==> config.mk <==
export PLATFORM = sky130hd
export DESIGN_NAME = wmm_ctrl
export DESIGN_NICKNAME = d
export VERILOG_FILES = /design/src/design/wmm_pkg.sv /design/src/design/wmm_ctrl.sv
export SDC_FILE = /design/constraint.sdc
export NUM_CORES = 1
export LEC_CHECK = 0
export BUFFER_PORTS_ARGS = -buffer_cell sky130_fd_sc_hd__clkbuf_2
export CORE_AREA = 2 2 39 41
export CTS_CLUSTER_DIAMETER = 100
export DETAILED_ROUTE_END_ITERATION = 7
export DIE_AREA = 0 0 41 43
export SLEW_MARGIN = 20
export SYNTH_ARGS = -nofsm -noshare
export SYNTH_HDL_FRONTEND = slang
export SYNTH_SLANG_ARGS = --single-unit
==> constraint.sdc <==
create_clock -name clk_i -period 1.9 [get_ports clk_i]
set_input_delay 0.285 -clock clk_i [delete_from_list [all_inputs] [get_ports clk_i]]
set_output_delay 0.285 -clock clk_i [all_outputs]
set_load 0.01 [all_outputs]
==> src/design/wmm_pkg.sv <==
// ----------------------------------------------------------------------------
// wmm_pkg - shared types and constants for the min/max morphology block
// Field widths, register codes, controller states and the command and
// status groups that pass between the controller and the datapath.
// ----------------------------------------------------------------------------
package wmm_pkg;

  // Fixed field widths of the request and result items
  localparam int unsigned CH_W    = 16;
  localparam int unsigned COORD_W = 7;
  localparam int unsigned DIM_W   = 8;
  localparam int unsigned RAD_W   = 3;
  localparam int unsigned SPAN_W  = RAD_W + 1;
  localparam int unsigned CNT_W   = $clog2(COORD_W);
  localparam int unsigned NUM_CH  = 6;

  // Configuration port
  localparam int unsigned APB_AW = 4;
  localparam int unsigned APB_DW = 32;

  localparam logic [1:0] REG_FILTER_MODE   = 2'd0;
  localparam logic [1:0] REG_KERNEL_RADIUS = 2'd1;
  localparam logic [1:0] REG_IMAGE_WIDTH   = 2'd2;
  localparam logic [1:0] REG_IMAGE_HEIGHT  = 2'd3;

  localparam logic [RAD_W-1:0] RADIUS_RST = RAD_W'(1);
  localparam logic [DIM_W-1:0] DIM_RST    = DIM_W'(128);

  typedef enum logic {
    MODE_ERODE  = 1'b0,
    MODE_DILATE = 1'b1
  } mode_e;

  typedef enum logic {
    REQ_LOAD   = 1'b0,
    REQ_FILTER = 1'b1
  } req_e;

  typedef logic [CH_W-1:0] chan_t;
  // index 0 red, 1 green, 2 blue, 3 alpha, 4 height, 5 roughness
  typedef chan_t [NUM_CH-1:0] pix_t;

  typedef struct packed {
    mode_e            mode;
    logic [RAD_W-1:0] radius;
    logic [DIM_W-1:0] width;
    logic [DIM_W-1:0] height;
  } cfg_t;

  typedef enum logic [2:0] {
    ST_IDLE,
    ST_REDUCE,
    ST_SETUP,
    ST_WALK,
    ST_DRAIN,
    ST_FINISH
  } state_e;

  typedef struct packed {
    logic store;   // write the accepted pixel into the frame store
    logic latch;   // capture a filter request and its settings
    logic reduce;  // one step of the centre remainder
    logic setup;   // compute window start, clear accumulators
    logic walk;    // read one window pixel and advance
    logic finish;  // move accumulators to the result register
  } cmd_t;

  typedef struct packed {
    logic reduce_last;
    logic walk_last;
    logic out_busy;
  } sts_t;

endpackage

==> src/design/wmm_ctrl.sv <==
// ----------------------------------------------------------------------------
// wmm_ctrl - sequencer for load and filter items
// Takes items in idle, then steps a filter item through centre reduction,
// window setup, the window walk and the hand-off to the result register.
// ----------------------------------------------------------------------------
module wmm_ctrl import wmm_pkg::*; (
  input  logic clk_i,
  input  logic rst_ni,
  input  logic req_valid_i,
  input  logic req_filter_i,
  output logic req_ready_o,
  input  sts_t sts_i,
  output cmd_t cmd_o
);

  state_e state_q, state_d;

  // State register
  always_ff @(posedge clk_i or negedge rst_ni) begin
    if (!rst_ni) begin
      state_q <= ST_IDLE;
    end else begin
      state_q <= state_d;
    end
  end

  // Next state
  always_comb begin
    state_d = state_q;
    unique case (state_q)
      ST_IDLE: begin
        if (req_valid_i && req_filter_i) state_d = ST_REDUCE;
      end
      ST_REDUCE: begin
        if (sts_i.reduce_last) state_d = ST_SETUP;
      end
      ST_SETUP: begin
        state_d = ST_WALK;
      end
      ST_WALK: begin
        if (sts_i.walk_last) state_d = ST_DRAIN;
      end
      ST_DRAIN: begin
        state_d = ST_FINISH;
      end
      ST_FINISH: begin
        if (!sts_i.out_busy) state_d = ST_IDLE;
      end
      default: begin
        state_d = ST_IDLE;
      end
    endcase
  end

  // Outputs
  always_comb begin
    cmd_o       = '0;
    req_ready_o = 1'b0;
    unique case (state_q)
      ST_IDLE: begin
        req_ready_o  = 1'b1;
        cmd_o.store  = req_valid_i && !req_filter_i;
        cmd_o.latch  = req_valid_i && req_filter_i;
      end
      ST_REDUCE: begin
        cmd_o.reduce = 1'b1;
      end
      ST_SETUP: begin
        cmd_o.setup = 1'b1;
      end
      ST_WALK: begin
        cmd_o.walk = 1'b1;
      end
      ST_DRAIN: begin
        cmd_o = '0;
      end
      ST_FINISH: begin
        cmd_o.finish = !sts_i.out_busy;
      end
      default: begin
        cmd_o = '0;
      end
    endcase
  end

endmodule

## Word-level counts from Yosys, hierarchy flattened

Cells that the tools add are included.
Widths: inputs -> output; s select.

| cells by class | value |
|---|---|
| add/subtract/negate cells | 0 |
| multipliers | 0 |
| div/mod/pow operators | 0 |
| order comparisons | 0 |
| equality and inequality tests | 9 |
| shifts and indexed selects | 0 |
| mux-type cells | 11 |
| bitwise gates (word level) | 0 |
| reductions and logical operators | 6 |

Operators by type and width:

| kind | number |
|---|---|
| $pmux 3 s6 | 1 |
| $mux 3 | 4 |
| $ne 2x2->1 const B | 4 |
| $eq 3x2->1 const B | 2 |
| $eq 3x3->1 const B | 2 |
| $mux 1 | 5 |
| $reduce_and 4->1 | 1 |
| $eq 3x1->1 const B | 1 |
| $logic_not 3->1 | 1 |
| $logic_and 1x1->1 | 2 |
| $logic_not 1->1 | 2 |
| $mux 2 | 1 |

| word-level totals | value |
|---|---|
| flip-flop bits (word level) | 3 |
| latch bits | 0 |
| RAM bits | 0 |
| bits in read-only memories | 0 |
| input port bits | 7 |
| output and inout port bits | 7 |
| logic and storage cells | 27 |
| memories | 0 |

## Logic depth before layout (Yosys ltp)

| logic depth | value |
|---|---|
| depth after elaboration | 3 |
| depth in mapped cells | 4 |
| mapped depth without buffers | 3 |

## Least setup slack after synthesis

OpenSTA, ideal clock, no wires.

| timing | value |
|---|---|
| path kind | register to output |
| start | register state_q[0] |
| end | output port cmd_o[5] (netlist bit) |
| data arrival time | 1.069 ns |
| required time | 1.615 ns |
| path slack | 0.546 ns |
| cell stages (with the launch flop) | 5 |
| buffers on the path | 1 |
| cell sequence | dfrtp_1 > buf_2 > nor3_2 > nand2_1 > nor2_1 |

RTL lines:

| what | line | RTL |
|---|---|---|
| start: declaration | wmm_ctrl.sv:16 | `state_e state_q, state_d;` |
| start signal: assignment | wmm_ctrl.sv:23 | `state_q <= state_d;` |
| end: declaration | wmm_ctrl.sv:13 | `output cmd_t cmd_o` |

==> results.json <==
{
  "cts_made_buffers": 3,
  "syn_inst": 27,
  "synth_seq_cells": 3,
  "top_regs": "state_q (3)",
  "grt_antenna_before_repair": 0,
  "crit_family": "simple AND/OR/NAND/NOR gates",
  "synth_edf_count": 0,
  "multi_input_area_um2": 126,
  "grt_pass1_vias": 233,
  "registers.top_by_ff_count": "state_q",
  "grt_overflow": 0,
  "setup.worst_path.class": "flip-flop to primary output",
  "drt-initial-drc-count": 6,
  "detailed_place_hpwl_um": 395,
  "synth_ff_type": "dfrtp_1",
  "ant_nets": 0,
  "clock-root-buffer": "clkbuf_4",
  "largest_register_ffs": 3,
  "register_area_um2": 75.1,
  "cts_buffer_depth": 2,
  "rows": 14,
  "syn_area_per_cell_um2": 8.20,
  "synthToLayoutAreaGrowth_pct": 49.2,
  "cts_tree": "done",
  "netlist_area_um2": 221,
  "yosysSeqAreaShare": 0.339,
  "fp.dieH_um": 43,
  "syn_nets": 34,
  "fin_crit_sh": 0.845,
  "crit_required_ns": 1.62,
  "status": "finished clean",
  "busiest_layer": "met4",
  "vias": 240,
  "diodes": 0,
  "yosysTopAreaCell": "dfrtp_1",
  "peakVddDrop_mv": 0.410,
  "p_leak_nw": 0.163,
  "grtUsageMet2": 0.103,
  "worst_setup_path_end_kind": "primary output",
  "nets": 51,
  "initial_core_util": 0.160,
  "wl_per_cell_um": 9.20,
  "h-tree-depth": 1,
  "cellPowerDensity_mw_per_mm2": 1630,
  "grt_pass1_wl_um": 931,
  "nFillCells": 152,
  "yosysWarnings": 0,
  "met3_usage": 0.0471,
  "clkTransAtPathRegs_ns": 0.04,
  "setup_violations": 0,
  "tns_ns": 0,
  "finalPower_w": 0.000539,
  "layoutNonFillerInstCount": 59,
  "synth_top_area_share": 0.339,
  "path_buf_inv": 1,
  "track_usage": 0.0926,
  "dp.cells": 54,
  "crit_chain": "nor3_2 > and3_1 > clkbuf_2",
  "chipWidth_um": 41,
  "slowest_delay_ns": 0.47,
  "period_needed_ns": 1.61,
  "dr.pass1.iters": 4,
  "rsz0062_at_grt": "false",
  "maxSlewHeadroom": 0.802,
  "ys_types": 18,
  "async_flop_share": 1.00,
  "dieArea_mm2": 0.00176,
  "gp_congestion": 0.815,
  "skew_ns": 0.00292,
  "clock-sinks": 3,
  "drc_errors": 0,
  "arrival_ns": 1.32,
  "synth_area_leaders": "dfrtp_1 (34%), nand2_1 (8.5%), a221oi_2 (6.8%)",
  "tightest_slew_ns": 0.298,
  "port_buffers": 13,
  "ios": 14,
  "hp-class": "input port to flip-flop",
  "cp_slowest_cell": "dfrtp_1",
  "vias_per_cell": 4.07,
  "synthTopCellsByCount": "nand2_1 (5), dfrtp_1 (3), nor2_1 (3)",
  "core-area_mm2": 0.00138,
  "start_kind": "flip-flop",
  "grt_max_degree": 10,
  "yosysMostFrequentCell": "nand2_1",
  "drt_wl_total_um": 543,
  "hold_viol_final": 0,
  "slew_violations": 0,
  "worstSkewPairLatency_ns": 0.23,
  "cp_max_fo": 9,
  "use_met1": 0.0939,
  "drive_gt1_frac": 0.465,
  "cap_viol_max_count": 0,
  "fmax_mhz": 623
}
-- power breakdown --
group	total, W	internal, W	switching (W)
Sequential	0.000168	0.0000964	0.0000720
Clock	0.000112	0.0000787	0.0000335
Combinational	0.000258	0.000130	0.000128
Total	0.000539	0.000305	0.000234
-- stage by stage --
stage          setup WS [ns]   util  hold WS (ns)  cell area (um2)
3_3_place_gp           0.594  0.212        0.0820              294
6_report               0.294  0.239         0.313              330
4_1_cts                0.295  0.239         0.308              330
3_5_place_dp           0.551  0.212        0.0833              294
2_1_floorplan          0.546      -       -0.0106              221
5_1_grt                0.171  0.239         0.318              330
-- cells by family after synthesis --
kind of cell	synth area share
AOI/OAI and AO/OA	0.198
buffers and inverters	0.0904
DFF	0.339
and+or+nand+nor	0.373
-- worst register-to-register path: stages, from the launching register on --
cell      delay [ns]
dfrtp_1         0.50
nor2_1          0.09
a22o_1          0.19
a221oi_2        0.20
-- cells in the final DEF, fill, tap and decap left out --
cell	n
dlygate4sd3_1	1
a22o_1	1
nor2_1	3
a32o_1	1
a21oi_1	2
clkbuf_2	13
inv_2	1
and3_1	1
nor3_1	1
a221oi_2	1
clkinv_1	1
clkbuf_4	3
dfrtp_1	3
nand3_1	1
nor3b_1	1
nor3b_2	1
and2_1	1
clkbuf_1	1
nand2_1	5
nor3_2	1
-- cell type report --
class	instances	area share
sequential	3	0.227
multi-input combinational	20	0.383
timing repair buffer	14	0.227
clock buffer	4	0.0795
tap	16	0.0606
inverter	2	0.0227
-- metal layers --
| metal | share of wire | wire [um] | vias up |
|---|---|---|---|
| met5 | 0 | 0 | - |
| met4 | 0.074 | 40 | 0 |
| met3 | 0.098 | 53 | 4 |
| met2 | 0.35 | 191 | 15 |
| met1 | 0.47 | 257 | 94 |
| li1 | - | - | 127 |
-- worst paths after layout --
path | startpoint | end | slack (ns) | cells after the start
min in group asynchronous | rst_ni | state_q[0] | 0.38 | 2
max in group asynchronous | rst_ni | state_q[2] | 1.41 | 2
min reg2reg | state_q[1] | state_q[1] | 0.61 | 2
max | state_q[0] | cmd_o[4] | 0.29 | 3
max reg2reg | state_q[2] | state_q[0] | 0.83 | 3
min | req_filter_i | state_q[0] | 0.31 | 3
-- what timing repair did --
action                    in CTS  in global routing
buffers inserted               0                  0
resized for setup              0                  0
hold endpoints to repair       3                  0
hold buffers                   1                  0
No activity file was read; power rests on OpenSTA's default activity.
